<file path="src/hdl/rtr_pkg.sv">
`timescale 1ns / 1ps

package rtr_pkg;

    localparam int SAMPLE_W    = 12;
    localparam int SCREEN_W    = 10;
    localparam int CFG_IDX_W   = 3;
    localparam int CFG_DATA_W  = 12;

    // Divider geometry: dividend covers a 12 x 10 bit product, divisor a 12-bit span.
    localparam int DIV_N_W     = 22;
    localparam int DIV_D_W     = 12;
    localparam int DIV_STEPS   = 2;
    localparam int DIV_ITERS   = DIV_N_W / DIV_STEPS;
    localparam int DIV_ITER_W  = 4;

    localparam int QUEUE_DEPTH = 4;
    localparam int QPTR_W      = 2;

    localparam logic [SAMPLE_W-1:0] STABLE_DIFF = 12'd200;

    typedef enum logic [CFG_IDX_W-1:0] {
        REG_PRESS_THRESHOLD = 3'd0,
        REG_X_RAW_MIN       = 3'd1,
        REG_X_RAW_MAX       = 3'd2,
        REG_Y_RAW_MIN       = 3'd3,
        REG_Y_RAW_MAX       = 3'd4,
        REG_X_OUT_MAX       = 3'd5,
        REG_Y_OUT_MAX       = 3'd6
    } t_reg_idx;

    // What the front part found at the end of one averaging group.
    typedef enum logic [1:0] {
        K_X1_EXIT = 2'd0,
        K_X1_KEEP = 2'd1,
        K_Y       = 2'd2,
        K_X2      = 2'd3
    } t_kind;

    typedef struct packed {
        logic [SAMPLE_W-1:0] press_threshold;
        logic [SAMPLE_W-1:0] x_raw_min;
        logic [SAMPLE_W-1:0] x_raw_max;
        logic [SAMPLE_W-1:0] y_raw_min;
        logic [SAMPLE_W-1:0] y_raw_max;
        logic [SCREEN_W-1:0] x_out_max;
        logic [SCREEN_W-1:0] y_out_max;
    } t_cfg;

    typedef struct packed {
        logic               start;
        logic [DIV_N_W-1:0] dividend;
        logic [DIV_D_W-1:0] divisor;
    } t_div_req;

    typedef struct packed {
        logic               done;
        logic [DIV_N_W-1:0] quotient;
    } t_div_rsp;

endpackage

</file>
<file path="src/hdl/resistive_touch_reader_top.sv">
`timescale 1ns / 1ps

// Four-wire resistive touch reader.
// Input channel (i_in_valid, o_in_stall, i_sample) carries one converter sample per
// transaction. Samples are averaged in groups of SAMPLES, in the order first X, Y and
// second X. A first X below the press threshold ends the sequence at once with a
// not-pressed result; otherwise the second X closes it with one result.
// Output channel (o_out_valid, i_out_stall and the result fields) carries one result
// per transaction. Configuration is written through i_cfg_valid / o_cfg_ready with a
// register index and data; ready is always high, and writes are meant for idle times.
// A sample is taken whenever the four-entry group queue is not full, so input
// throughput is one sample per cycle in bursts. The back end averages a finished
// group by a reciprocal multiplication. A second X group that divides both
// coordinates keeps it busy for up to one division per coordinate in the two-bit-per-cycle
// divider. From the last sample of a sequence, an early exit reaches o_out_valid
// through the averaging and emit states, a full touch also through mapping and division.
// A stalled result stays in the output register; the back end finishes the next
// result and holds it until the register frees, while the front keeps taking samples
// until the queue fills. Synchronous reset restores the register defaults, drops any
// partial group and queued work, and restarts with the first X phase.
module resistive_touch_reader_top #(
    parameter int SAMPLES = 8
) (
    input  logic                               i_clk,
    input  logic                               i_rst_n,
    input  logic                               i_in_valid,
    output logic                               o_in_stall,
    input  logic [rtr_pkg::SAMPLE_W-1:0]       i_sample,
    output logic                               o_out_valid,
    input  logic                               i_out_stall,
    output logic                               o_pressed,
    output logic [rtr_pkg::SCREEN_W-1:0]       o_screen_x,
    output logic [rtr_pkg::SCREEN_W-1:0]       o_screen_y,
    output logic [rtr_pkg::SAMPLE_W-1:0]       o_raw_x_out,
    output logic [rtr_pkg::SAMPLE_W-1:0]       o_raw_y_out,
    input  logic                               i_cfg_valid,
    output logic                               o_cfg_ready,
    input  logic [rtr_pkg::CFG_IDX_W-1:0]      i_cfg_index,
    input  logic [rtr_pkg::CFG_DATA_W-1:0]     i_cfg_data
);
    import rtr_pkg::*;

    localparam int ACC_W = SAMPLE_W + $clog2(SAMPLES);
    localparam int Q_W   = ACC_W + 2;

    t_cfg             r_cfg;

    logic             q_push;
    logic             q_pop;
    logic             q_full;
    logic             q_empty;
    t_kind            push_kind;
    logic [ACC_W-1:0] push_sum;
    logic [Q_W-1:0]   q_head;
    t_kind            head_kind;

    // Configuration register file. Indexes past the list are ignored.
    always_ff @(posedge i_clk) begin
        if (!i_rst_n) begin
            r_cfg.press_threshold <= 12'd100;
            r_cfg.x_raw_min       <= 12'd0;
            r_cfg.x_raw_max       <= 12'd4095;
            r_cfg.y_raw_min       <= 12'd0;
            r_cfg.y_raw_max       <= 12'd4095;
            r_cfg.x_out_max       <= 10'd239;
            r_cfg.y_out_max       <= 10'd319;
        end else if (i_cfg_valid && o_cfg_ready) begin
            unique case (t_reg_idx'(i_cfg_index))
                REG_PRESS_THRESHOLD: r_cfg.press_threshold <= i_cfg_data;
                REG_X_RAW_MIN:       r_cfg.x_raw_min       <= i_cfg_data;
                REG_X_RAW_MAX:       r_cfg.x_raw_max       <= i_cfg_data;
                REG_Y_RAW_MIN:       r_cfg.y_raw_min       <= i_cfg_data;
                REG_Y_RAW_MAX:       r_cfg.y_raw_max       <= i_cfg_data;
                REG_X_OUT_MAX:       r_cfg.x_out_max       <= i_cfg_data[SCREEN_W-1:0];
                REG_Y_OUT_MAX:       r_cfg.y_out_max       <= i_cfg_data[SCREEN_W-1:0];
                default: ;
            endcase
        end
    end

    assign o_cfg_ready = 1'b1;

    rtr_front #(
        .SAMPLES (SAMPLES)
    ) u_front (
        .i_clk       (i_clk),
        .i_rst_n     (i_rst_n),
        .i_threshold (r_cfg.press_threshold),
        .i_in_valid  (i_in_valid),
        .o_in_stall  (o_in_stall),
        .i_sample    (i_sample),
        .i_q_full    (q_full),
        .o_q_push    (q_push),
        .o_q_kind    (push_kind),
        .o_q_sum     (push_sum)
    );

    // Each queue entry holds one finished group: its kind and its raw sum.
    rtr_queue #(
        .DATA_W (Q_W)
    ) u_queue (
        .i_clk   (i_clk),
        .i_rst_n (i_rst_n),
        .i_push  (q_push),
        .i_data  ({push_kind, push_sum}),
        .i_pop   (q_pop),
        .o_data  (q_head),
        .o_full  (q_full),
        .o_empty (q_empty)
    );

    assign head_kind = t_kind'(q_head[Q_W-1:ACC_W]);

    rtr_back #(
        .SAMPLES (SAMPLES)
    ) u_back (
        .i_clk       (i_clk),
        .i_rst_n     (i_rst_n),
        .i_cfg       (r_cfg),
        .i_q_empty   (q_empty),
        .i_q_kind    (head_kind),
        .i_q_sum     (q_head[ACC_W-1:0]),
        .o_q_pop     (q_pop),
        .o_out_valid (o_out_valid),
        .i_out_stall (i_out_stall),
        .o_pressed   (o_pressed),
        .o_screen_x  (o_screen_x),
        .o_screen_y  (o_screen_y),
        .o_raw_x_out (o_raw_x_out),
        .o_raw_y_out (o_raw_y_out)
    );

endmodule

</file>
<file path="src/hdl/rtr_queue.sv">
`timescale 1ns / 1ps

module rtr_queue #(
    parameter int DATA_W = 17
) (
    input  logic              i_clk,
    input  logic              i_rst_n,
    input  logic              i_push,
    input  logic [DATA_W-1:0] i_data,
    input  logic              i_pop,
    output logic [DATA_W-1:0] o_data,
    output logic              o_full,
    output logic              o_empty
);
    import rtr_pkg::*;

    logic [DATA_W-1:0] r_mem [QUEUE_DEPTH];
    logic [QPTR_W-1:0] r_wr_ptr;
    logic [QPTR_W-1:0] r_rd_ptr;
    logic [QPTR_W:0]   r_count;

    always_ff @(posedge i_clk) begin
        if (i_push) begin
            r_mem[r_wr_ptr] <= i_data;
        end
    end

    always_ff @(posedge i_clk) begin
        if (!i_rst_n) begin
            r_wr_ptr <= '0;
            r_rd_ptr <= '0;
            r_count  <= '0;
        end else begin
            if (i_push) begin
                r_wr_ptr <= r_wr_ptr + 1'b1;
            end
            if (i_pop) begin
                r_rd_ptr <= r_rd_ptr + 1'b1;
            end
            if (i_push && !i_pop) begin
                r_count <= r_count + 1'b1;
            end else if (!i_push && i_pop) begin
                r_count <= r_count - 1'b1;
            end
        end
    end

    assign o_data  = r_mem[r_rd_ptr];
    assign o_full  = (r_count == (QPTR_W+1)'(QUEUE_DEPTH));
    assign o_empty = (r_count == '0);

endmodule

</file>
<file path="src/hdl/rtr_front.sv">
`timescale 1ns / 1ps

module rtr_front #(
    parameter int SAMPLES = 8
) (
    input  logic                                   i_clk,
    input  logic                                   i_rst_n,
    input  logic [rtr_pkg::SAMPLE_W-1:0]           i_threshold,
    input  logic                                   i_in_valid,
    output logic                                   o_in_stall,
    input  logic [rtr_pkg::SAMPLE_W-1:0]           i_sample,
    input  logic                                   i_q_full,
    output logic                                   o_q_push,
    output rtr_pkg::t_kind                         o_q_kind,
    output logic [rtr_pkg::SAMPLE_W+$clog2(SAMPLES)-1:0] o_q_sum
);
    import rtr_pkg::*;

    localparam int ACC_W = SAMPLE_W + $clog2(SAMPLES);
    localparam int CNT_W = (SAMPLES > 1) ? $clog2(SAMPLES) : 1;

    typedef enum logic [1:0] {
        PH_X1 = 2'd0,
        PH_Y  = 2'd1,
        PH_X2 = 2'd2
    } t_phase;

    t_phase           r_phase;
    logic [CNT_W-1:0] r_count;
    logic [ACC_W-1:0] r_acc;

    logic             accept;
    logic             last;
    logic [ACC_W-1:0] sum;
    logic [ACC_W-1:0] thresh_sum;
    logic             below;

    assign accept     = i_in_valid && !i_q_full;
    assign last       = (r_count == CNT_W'(SAMPLES - 1));
    assign sum        = r_acc + ACC_W'(i_sample);
    // floor(sum / SAMPLES) < threshold exactly when sum < threshold * SAMPLES.
    assign thresh_sum = ACC_W'(i_threshold) * ACC_W'(SAMPLES);
    assign below      = (sum < thresh_sum);

    always_comb begin
        case (r_phase)
            PH_Y:    o_q_kind = K_Y;
            PH_X2:   o_q_kind = K_X2;
            default: o_q_kind = below ? K_X1_EXIT : K_X1_KEEP;
        endcase
    end

    assign o_q_push   = accept && last;
    assign o_q_sum    = sum;
    assign o_in_stall = i_q_full;

    always_ff @(posedge i_clk) begin
        if (!i_rst_n) begin
            r_phase <= PH_X1;
            r_count <= '0;
            r_acc   <= '0;
        end else if (accept) begin
            if (last) begin
                r_count <= '0;
                r_acc   <= '0;
                unique case (r_phase)
                    PH_Y:    r_phase <= PH_X2;
                    PH_X2:   r_phase <= PH_X1;
                    default: r_phase <= below ? PH_X1 : PH_Y;
                endcase
            end else begin
                r_count <= r_count + 1'b1;
                r_acc   <= sum;
            end
        end
    end

endmodule

</file>
<file path="src/hdl/rtr_divider.sv">
`timescale 1ns / 1ps

module rtr_divider (
    input  logic              i_clk,
    input  logic              i_rst_n,
    input  rtr_pkg::t_div_req i_req,
    output rtr_pkg::t_div_rsp o_rsp
);
    import rtr_pkg::*;

    logic [DIV_D_W-1:0]    r_rem;
    logic [DIV_N_W-1:0]    r_quo;
    logic [DIV_D_W-1:0]    r_den;
    logic [DIV_ITER_W-1:0] r_iter;
    logic                  r_busy;
    logic                  r_done;

    logic [DIV_D_W-1:0]    n_rem;
    logic [DIV_N_W-1:0]    n_quo;
    logic [DIV_D_W:0]      shifted;

    // Restoring division, two quotient bits per cycle.
    always_comb begin
        n_rem   = r_rem;
        n_quo   = r_quo;
        shifted = '0;
        for (int k = 0; k < DIV_STEPS; k++) begin
            shifted = {n_rem, n_quo[DIV_N_W-1]};
            n_quo   = {n_quo[DIV_N_W-2:0], 1'b0};
            if (shifted >= {1'b0, r_den}) begin
                shifted  = shifted - {1'b0, r_den};
                n_quo[0] = 1'b1;
            end
            n_rem = shifted[DIV_D_W-1:0];
        end
    end

    always_ff @(posedge i_clk) begin
        if (!i_rst_n) begin
            r_busy <= 1'b0;
            r_done <= 1'b0;
            r_iter <= '0;
        end else begin
            r_done <= 1'b0;
            if (i_req.start) begin
                r_rem  <= '0;
                r_quo  <= i_req.dividend;
                r_den  <= i_req.divisor;
                r_iter <= DIV_ITER_W'(DIV_ITERS);
                r_busy <= 1'b1;
            end else if (r_busy) begin
                r_rem  <= n_rem;
                r_quo  <= n_quo;
                r_iter <= r_iter - 1'b1;
                if (r_iter == DIV_ITER_W'(1)) begin
                    r_busy <= 1'b0;
                    r_done <= 1'b1;
                end
            end
        end
    end

    assign o_rsp.done     = r_done;
    assign o_rsp.quotient = r_quo;

endmodule

</file>
<file path="src/hdl/rtr_back.sv">
`timescale 1ns / 1ps

module rtr_back #(
    parameter int SAMPLES = 8
) (
    input  logic                                   i_clk,
    input  logic                                   i_rst_n,
    input  rtr_pkg::t_cfg                          i_cfg,
    input  logic                                   i_q_empty,
    input  rtr_pkg::t_kind                         i_q_kind,
    input  logic [rtr_pkg::SAMPLE_W+$clog2(SAMPLES)-1:0] i_q_sum,
    output logic                                   o_q_pop,
    output logic                                   o_out_valid,
    input  logic                                   i_out_stall,
    output logic                                   o_pressed,
    output logic [rtr_pkg::SCREEN_W-1:0]           o_screen_x,
    output logic [rtr_pkg::SCREEN_W-1:0]           o_screen_y,
    output logic [rtr_pkg::SAMPLE_W-1:0]           o_raw_x_out,
    output logic [rtr_pkg::SAMPLE_W-1:0]           o_raw_y_out
);
    import rtr_pkg::*;

    localparam int ACC_W  = SAMPLE_W + $clog2(SAMPLES);
    // The group average is the sum times a rounded-up reciprocal of SAMPLES,
    // shifted down. With this shift the result is exact for every ACC_W-bit sum.
    localparam int RCP_SH = ACC_W + $clog2(SAMPLES);
    localparam int RCP_M  = ((1 << RCP_SH) + SAMPLES - 1) / SAMPLES;
    localparam int PROD_W = 2 * ACC_W + 1;

    typedef enum logic [2:0] {
        S_IDLE     = 3'd0,
        S_AVG      = 3'd1,
        S_MAP      = 3'd2,
        S_MAP_WAIT = 3'd3,
        S_EMIT     = 3'd4
    } t_state;

    t_state              r_state;
    t_kind               r_kind;
    logic                r_axis;
    t_div_req            r_div_req;
    t_div_rsp            div_rsp;

    logic [SAMPLE_W-1:0] r_avg;
    logic [SAMPLE_W-1:0] r_first_x;
    logic [SAMPLE_W-1:0] r_held_y;
    logic [SAMPLE_W-1:0] r_x2;

    logic                r_pressed;
    logic [SCREEN_W-1:0] r_sx;
    logic [SCREEN_W-1:0] r_sy;
    logic [SAMPLE_W-1:0] r_rx;
    logic [SAMPLE_W-1:0] r_ry;

    logic                r_out_valid;
    logic                r_out_pressed;
    logic [SCREEN_W-1:0] r_out_sx;
    logic [SCREEN_W-1:0] r_out_sy;
    logic [SAMPLE_W-1:0] r_out_rx;
    logic [SAMPLE_W-1:0] r_out_ry;

    logic [PROD_W-1:0]   avg_prod;
    logic [SAMPLE_W-1:0] q_avg;
    logic [SAMPLE_W-1:0] avg;
    logic [SAMPLE_W-1:0] x_diff;
    logic                stable;

    logic [SAMPLE_W-1:0] m_raw;
    logic [SAMPLE_W-1:0] m_lo;
    logic [SAMPLE_W-1:0] m_hi;
    logic [SCREEN_W-1:0] m_top;
    logic [SAMPLE_W-1:0] m_span;
    logic [DIV_N_W-1:0]  m_prod;
    logic                m_clamp;
    logic [SCREEN_W-1:0] m_coord;

    rtr_divider u_div (
        .i_clk   (i_clk),
        .i_rst_n (i_rst_n),
        .i_req   (r_div_req),
        .o_rsp   (div_rsp)
    );

    assign o_q_pop = (r_state == S_IDLE) && !i_q_empty;

    // Average of the group at the queue head.
    assign avg_prod = PROD_W'(i_q_sum) * PROD_W'(RCP_M);
    assign q_avg    = avg_prod[RCP_SH +: SAMPLE_W];

    // Average of a group and the stability check against the first X and the press threshold.
    assign avg    = r_avg;
    assign x_diff = (r_first_x > avg) ? (r_first_x - avg) : (avg - r_first_x);
    assign stable = (x_diff <= STABLE_DIFF) && (avg >= i_cfg.press_threshold);

    // Operands of the axis being mapped.
    assign m_raw   = r_axis ? r_held_y        : r_x2;
    assign m_lo    = r_axis ? i_cfg.y_raw_min : i_cfg.x_raw_min;
    assign m_hi    = r_axis ? i_cfg.y_raw_max : i_cfg.x_raw_max;
    assign m_top   = r_axis ? i_cfg.y_out_max : i_cfg.x_out_max;
    assign m_span  = m_raw - m_lo;
    assign m_prod  = DIV_N_W'(m_span) * DIV_N_W'(m_top);
    assign m_clamp = (m_raw <= m_lo) || (m_raw >= m_hi);

    always_comb begin
        if (m_raw <= m_lo) begin
            m_coord = '0;
        end else begin
            m_coord = m_top;
        end
    end

    always_ff @(posedge i_clk) begin
        if (!i_rst_n) begin
            r_state         <= S_IDLE;
            r_kind          <= K_X1_KEEP;
            r_axis          <= 1'b0;
            r_div_req.start <= 1'b0;
            r_first_x       <= '0;
            r_held_y        <= '0;
            r_out_valid     <= 1'b0;
        end else begin
            r_div_req.start <= (r_state == S_MAP) && !m_clamp;
            if (r_out_valid && !i_out_stall && (r_state != S_EMIT)) begin
                r_out_valid <= 1'b0;
            end

            unique case (r_state)
                S_IDLE: begin
                    if (!i_q_empty) begin
                        r_kind  <= i_q_kind;
                        r_avg   <= q_avg;
                        r_state <= S_AVG;
                    end
                end

                S_AVG: begin
                    unique case (r_kind)
                        K_X1_EXIT: begin
                            r_first_x <= avg;
                            r_pressed <= 1'b0;
                            r_sx      <= '0;
                            r_sy      <= '0;
                            r_rx      <= avg;
                            r_ry      <= '0;
                            r_state   <= S_EMIT;
                        end
                        K_X1_KEEP: begin
                            r_first_x <= avg;
                            r_state   <= S_IDLE;
                        end
                        K_Y: begin
                            r_held_y <= avg;
                            r_state  <= S_IDLE;
                        end
                        K_X2: begin
                            r_x2      <= avg;
                            r_rx      <= avg;
                            r_ry      <= r_held_y;
                            r_pressed <= stable;
                            r_sx      <= '0;
                            r_sy      <= '0;
                            r_axis    <= 1'b0;
                            r_state   <= stable ? S_MAP : S_EMIT;
                        end
                    endcase
                end

                S_MAP: begin
                    if (m_clamp) begin
                        if (r_axis) begin
                            r_sy    <= m_coord;
                            r_state <= S_EMIT;
                        end else begin
                            r_sx   <= m_coord;
                            r_axis <= 1'b1;
                        end
                    end else begin
                        r_div_req.dividend <= m_prod;
                        r_div_req.divisor  <= m_hi - m_lo;
                        r_state            <= S_MAP_WAIT;
                    end
                end

                S_MAP_WAIT: begin
                    if (div_rsp.done) begin
                        if (r_axis) begin
                            r_sy    <= div_rsp.quotient[SCREEN_W-1:0];
                            r_state <= S_EMIT;
                        end else begin
                            r_sx    <= div_rsp.quotient[SCREEN_W-1:0];
                            r_axis  <= 1'b1;
                            r_state <= S_MAP;
                        end
                    end
                end

                S_EMIT: begin
                    if (!r_out_valid || !i_out_stall) begin
                        r_out_valid   <= 1'b1;
                        r_out_pressed <= r_pressed;
                        r_out_sx      <= r_sx;
                        r_out_sy      <= r_sy;
                        r_out_rx      <= r_rx;
                        r_out_ry      <= r_ry;
                        r_state       <= S_IDLE;
                    end
                end

                default: r_state <= S_IDLE;
            endcase
        end
    end

    assign o_out_valid = r_out_valid;
    assign o_pressed   = r_out_pressed;
    assign o_screen_x  = r_out_sx;
    assign o_screen_y  = r_out_sy;
    assign o_raw_x_out = r_out_rx;
    assign o_raw_y_out = r_out_ry;

endmodule

</file>
<file path="config.mk">
export PLATFORM = sky130hd
export DESIGN_NAME = resistive_touch_reader_top
export DESIGN_NICKNAME = d
export VERILOG_FILES = /design/src/hdl/rtr_pkg.sv /design/src/hdl/resistive_touch_reader_top.sv /design/src/hdl/rtr_queue.sv /design/src/hdl/rtr_front.sv /design/src/hdl/rtr_divider.sv /design/src/hdl/rtr_back.sv
export SDC_FILE = /design/constraint.sdc
export NUM_CORES = 1
export LEC_CHECK = 0
export BUFFER_PORTS_ARGS = -buffer_cell sky130_fd_sc_hd__buf_2
export CORE_UTILIZATION = 45
export CTS_BUF_LIST = sky130_fd_sc_hd__clkbuf_2
export DETAILED_ROUTE_END_ITERATION = 8
export GPL_TIMING_DRIVEN = 0
export PLACE_DENSITY = 0.64
export SETUP_SLACK_MARGIN = 0.5
export SLEW_MARGIN = 5
export SYNTH_ARGS = -nofsm -noshare
export SYNTH_HDL_FRONTEND = slang
export SYNTH_SLANG_ARGS = --single-unit
</file>
<file path="constraint.sdc">
create_clock -name i_clk -period 8.5 [get_ports i_clk]
set_clock_uncertainty 0.15 [all_clocks]
set_input_delay 0.85 -clock i_clk [delete_from_list [all_inputs] [get_ports i_clk]]
set_output_delay 0.85 -clock i_clk [all_outputs]
set_load 0.02 [all_outputs]
</file>
## After elaboration in Yosys (flattened, before gate mapping)

Memories as Yosys holds them, arrays and structs flattened. A register that Yosys moved wholly into a read port is not among the register bits.
Cells that the tools add are included.

| cells by class | value |
|---|---|
| muxes and demuxes | 59 |
| equal/unequal tests | 30 |
| reductions and logical operators | 54 |
| bitwise logic cells | 4 |
| add/subtract/negate cells | 13 |
| magnitude comparators | 8 |
| multipliers | 1 |

Operators by type and width:

| operator | number |
|---|---|
| 10-bit 2-to-1 mux | 11 |
| 12-bit 2-to-1 mux | 7 |
| 12-bit subtractor | 6 |
| 10-bit one-hot mux with 3 select lines | 2 |
| 22-bit 2-to-1 mux | 2 |
| 3-bit 2-to-1 mux | 10 |
| 13-bit by 12-bit greater-or-equal comparator with 1-bit output | 2 |
| 2-bit AND reduction | 13 |
| 12-bit greater-or-equal comparator | 2 |
| 12-bit one-hot mux with 2 select lines | 1 |
| 12-bit by 10-bit multiplier with 22-bit output | 1 |
| 3-bit equality test (second input constant) | 6 |
| 3-bit AND reduction | 6 |
| 15-bit by 12-bit adder with 15-bit output | 1 |
| 15-bit < comparator | 1 |
| 1-bit 2-to-1 mux | 15 |
| 15-bit 2-to-1 mux | 1 |
| 3-bit one-hot mux with 5 select lines | 1 |
| 7-bit AND reduction | 2 |
| 3-bit by 2-bit equality test with 1-bit output (second input constant) | 4 |
| 12-bit greater-than comparator | 1 |
| 12-bit <= comparator | 1 |
| 12-bit by 8-bit <= comparator with 1-bit output (second input constant) | 1 |
| 2-bit by 1-bit != test with 1-bit output (second input constant) | 5 |
| 28 further kinds | 67 |

| word-level totals | value |
|---|---|
| flip-flop bits (word level) | 339 |
| input port bits | 32 |
| memories kept | 1 |
| output and inout bits | 48 |
| RAM bits | 68 |

Memory list:

| name | depth | bits a word | rd ports | clocked after memory_dff | write ports | line | source |
|---|---|---|---|---|---|---|---|
| u_queue.r_mem | 4 | 17 | 1 | 1 | 1 | rtr_queue.sv:17 | `logic [DATA_W-1:0] r_mem [QUEUE_DEPTH];` |

## Longest topological paths before layout

| depth | value |
|---|---|
| depth after elaboration | 8 |
| depth in mapped cells | 35 |
| gate-level depth less buffers | 32 |

## Hierarchy

From an unflattened synthesis, not the netlist that was laid out.

| second synthesis, totals | value |
|---|---|
| cells, all modules | 2155 |
| area total of the unflattened synthesis | 24111.9 um2 |

By module, submodules not included:

| module | instances | sequential area each (um2) | area each (um2) | cells an instance |
|---|---|---|---|---|
| rtr_back | 1 | 5084.9 | 12787.3 | 1186 |
| rtr_divider | 1 | 1501.4 | 3538.4 | 331 |
| resistive_touch_reader_top | 1 | 1601.5 | 3096.7 | 292 |
| rtr_queue | 1 | 2222.1 | 2937.8 | 132 |
| rtr_front | 1 | 400.4 | 1751.7 | 214 |

## Worst setup path before layout

Ideal clock, no wire load.

| timing path | value |
|---|---|
| kind | reg-to-reg |
| from | register u_back.r_axis |
| to | register u_back.r_div_req[33] (netlist name), data pin |
| clock period less this slack | 8.444 ns |
| path slack | 0.056 ns |
| data required time | 8.090 ns |
| library setup time | 0.260 ns |
| cell stages (with the launch flop) | 36 |
| data arrival time | 8.035 ns |
| cell sequence | dfxtp_1 > clkbuf_1 > buf_1 > clkbuf_1 > mux2i_1 > inv_1 > ha_1 > nor2b_1 > o21ai_0 > a21boi_0 > o21ai_0 > a21boi_0 > o21ai_0 > nand2b_1 > xor2_1 > nand2_1 > fa_1 > inv_1 > fa_1 > inv_1 > fa_1 > inv_1 > fa_1 > inv_1 > fa_1 > inv_1 > ha_1 > o21a_1 > o21a_1 > a2bb2oi_1 > nand2_1 > o41ai_1 > o41a_1 > a21o_1 > a21oi_1 > xnor2_1 |

| between the ends | value |
|---|---|
| longest elaborated chain between the ends | 3 |

Ends and longest elaborated chain:

| item | line | source |
|---|---|---|
| start: declaration | rtr_back.sv:40 | `logic r_axis;` |
| start signal: assignment | rtr_back.sv:116 | `r_axis <= 1'b0;` |
| start signal: assignment | rtr_back.sv:162 | `r_axis <= 1'b0;` |
| start signal: assignment | rtr_back.sv:175 | `r_axis <= 1'b1;` |
| 12-bit 2-to-1 mux, on equally long branches | rtr_back.sv:96, rtr_back.sv:97 |  |
| 12-bit subtractor | rtr_back.sv:100 | `assign m_span = m_raw - m_lo;` |
| 12-bit by 10-bit multiplier with 22-bit output (*) | rtr_back.sv:101 | `assign m_prod = DIV_N_W'(m_span) * DIV_N_W'(m_top);` |
| named net u_back.m_prod[21] | rtr_back.sv:73 | `logic [DIV_N_W-1:0] m_prod;` |
| end: declaration | rtr_back.sv:41 | `t_div_req r_div_req;` |

Mark *: on every way through the listed nets, which the timed path passes. The rest lies on a longest branch.
A chain may end at the register's enable or synchronous reset.

## Final worst setup path

Same ends and word-level chain as after synthesis.

==> results.txt <==
status - finished, final reports clean
fin crit period - 7.91 ns
Setup CP Type - reg -> reg
CP Data Required Time - 9.11 ns
TritonCTS buffer count - 99
post-synthesis compound-gate area fraction - 10.0%
Avg Vias per Cell - 5.32
clock slew seen by the registers of the worst setup and hold paths - 0.11 ns
CP max stage cell - fa_1
via count - 16,800
Clock Sinks - 397
Post-synth EDFFs - 250
routability-driven placement congestion ratio - 0.915
Setup crit end kind - flop
share of layout cells above drive strength 1 - 17.1%
syn nets - 2,480
Die Wd - 229 um
Synth area leaders - edfxtp_1 32%, dfxtp_1 13%, ha_1 10%
Detailed Routing Iterations Pass 1 - 5
delay-heaviest family, CP - adder cells
CP startpoint kind - flop
Residual DRC - 0
Synth Flop Type - edfxtp_1
xor-xnor portion of the synthesized cell area - 3.00%
Netlist Area Pre-Place - 0.0231 mm^2
io pins - 80
vias in the first global route - 16,900
Final setup viols - 0
most common cell after layout, fill and taps aside - nand2_1
FF/Latch Area - 0.0105 mm^2
worst min path class - in -> reg
Max Cap Viol - 0
Final ANT Viol Nets - 0
CP max FO - 5
register area share after synthesis - 45.2%
Post-Synth Adder-Cell Area - 17.6%
Avg WL per Cell - 17.6 um
synthesized instance count - 2,174
first-pass GRT wire length - 88,200 um
FF+latch count, synth - 397
largest net degree at the start of global routing - 34
CTS Buffer Depth - 3
initial antenna violation count - 2
top cell type's share of synthesized area - 32.5%
Clock Latency Late Sink - 1.12 ns
synth warn - 0
largest family of logic cells by synthesized area - adder cells
WP buf/inv - 9
I/O Buffers - 78
simple-gate share of the synthesized area - 14.1%
Die Height - 229 um
CP dominant cell by count - fa_1
Fillers - 4,585
CP peak stage delay - 0.53 ns
Syn-to-layout area delta - 14.2%
fin area - 0.0264 mm^2
DP Wirelength - 41,400 um
Pins Over Slew Limit - 0
Tcrit/Tclk final - 93.1%
H-tree levels - 3
Worst Tran Pin Value - 1.28 ns
setup tns final - 0 ns
nets@finish - 2,720
post-synth top area cell - edfxtp_1
RSZ-0062 raised after global routing - true
Yosys cell types - 81
Multi-input gate area - 0.0121 mm^2
final hold violations - 0
Slew headroom - 14.2%
total grt overflow - 0
Initial DRC Count - 1,217
core box area - 0.0504 mm^2
final wirelength - 55,900 um
Arr. time, crit path - 8.52 ns
ys async rst share - 0%
placed cell areas - 0.0244 mm^2
mux cell area share after synthesis - 5.92%
Finished Core Util - 52.4%
GRT Overall Usage - 21.5%
Row Count - 82
Fmax - 126 MHz
die area - 0.0522 mm^2
average size of a mapped cell - 10.6 um^2
commonest cells after routing, fill and taps aside - 305 x nand2_1, 250 x edfxtp_1, 183 x ha_1
Initial Util - 45.9%
clk root buf - clkbuf_2
CTS tree - built
==> final cells by class <==
| class | instances | share of cell area [%] |
|---|---|---|
| Buffer | 68 | 1.41 |
| Clock inverter | 35 | 0.906 |
| Multi-Input combinational cell | 1525 | 46.0 |
| Sequential cell | 397 | 39.6 |
| Tap cell | 672 | 3.19 |
| Antenna cell | 3 | 0.0285 |
| Clock buffer | 144 | 2.73 |
| Timing Repair Buffer | 139 | 3.50 |
| Inverter | 184 | 2.62 |
==> synthesized netlist by cell type, types with 18 or more instances <==
cell type	instances
nor2b_1	25
nor2_1	153
nand2_1	306
edfxtp_1	250
o21ai_0	43
ha_1	190
xor2_1	25
and2_1	18
a21o_1	28
mux2_2	48
mux2i_1	47
clkbuf_1	58
a21boi_0	50
inv_1	183
xnor2_1	54
fa_1	84
nor3_1	36
dfxtp_1	147
a21oi_1	98
nand3_1	65
nand2b_1	40
==> stage by stage <==
step | setup slack (ns) | hold slack, ns | std cells
after floorplan | 0.525 | 0.250 | 2174
after global placement | -1.17 | 0.252 | 2924
after detailed placement | -1.19 | 0.255 | 2931
after CTS | 0.508 | 0.0314 | 3143
after global routing | 0.331 | 0.181 | 3167
final | 0.588 | 0.166 | 3167
==> timing repair <==
| item | in CTS | in global routing |
|---|---|---|
| setup endpoints to repair | 14 | 6 |
| resized for setup | 59 | 41 |
| setup buffers | 13 | 21 |
| endpoints found under the hold margin | 83 | 0 |
| pin swaps | 6 | 33 |
| hold buffers | 20 | 0 |
==> sequential cells by signal, indices dropped and copies added, names as in the netlist, 15 cells and up, named ones only <==
signal	flops
r_cfg	80
u_queue.r_mem	56
u_back.r_div_req	35
u_back.u_div.r_quo	22
u_front.r_acc	15
==> cell families (layout without fill, tap and decap cells) <==
family | count (synthesis) | after routing
compound gates | 344 | 344
xor+xnor | 79 | 79
fa+ha+maj | 274 | 274
buf+inv | 252 | 570
flops | 397 | 397
mux | 112 | 112
other cells | 1 | 4
simple gates | 715 | 715
==> final timing paths <==
check,startpoint,endpoint,slack [ns],cells after the start
worst min register to register,u_back.r_div_req[11],u_back.u_div.r_den[11],0.27,0
worst min-delay path,i_sample[1],u_front.r_acc[1],0.17,6
worst max-delay path,u_back.r_axis,u_back.r_div_req[33],0.59,35
worst max register to register,u_back.r_axis,u_back.r_div_req[33],0.59,35
==> tightest hold or removal path: stages <==
cell and delay, ns:
buf_2 0.10, inv_1 0.07, fa_1 0.17, nor3_1 0.05
a21oi_1 0.11, nor2_1 0.05
==> per-layer routing <==
metal | track usage (%) | vias up | wire [um]
li1 | - | 8144 | -
met1 | 29.6 | 8069 | 26000
met2 | 33.5 | 540 | 25000
met3 | 4.04 | 94 | 3530
met4 | 8.35 | 0 | 1420
met5 | 0 | - | 0
Power is not shown: default switching activity piles up to over one toggle a cycle in this logic, so the estimate is an artifact.
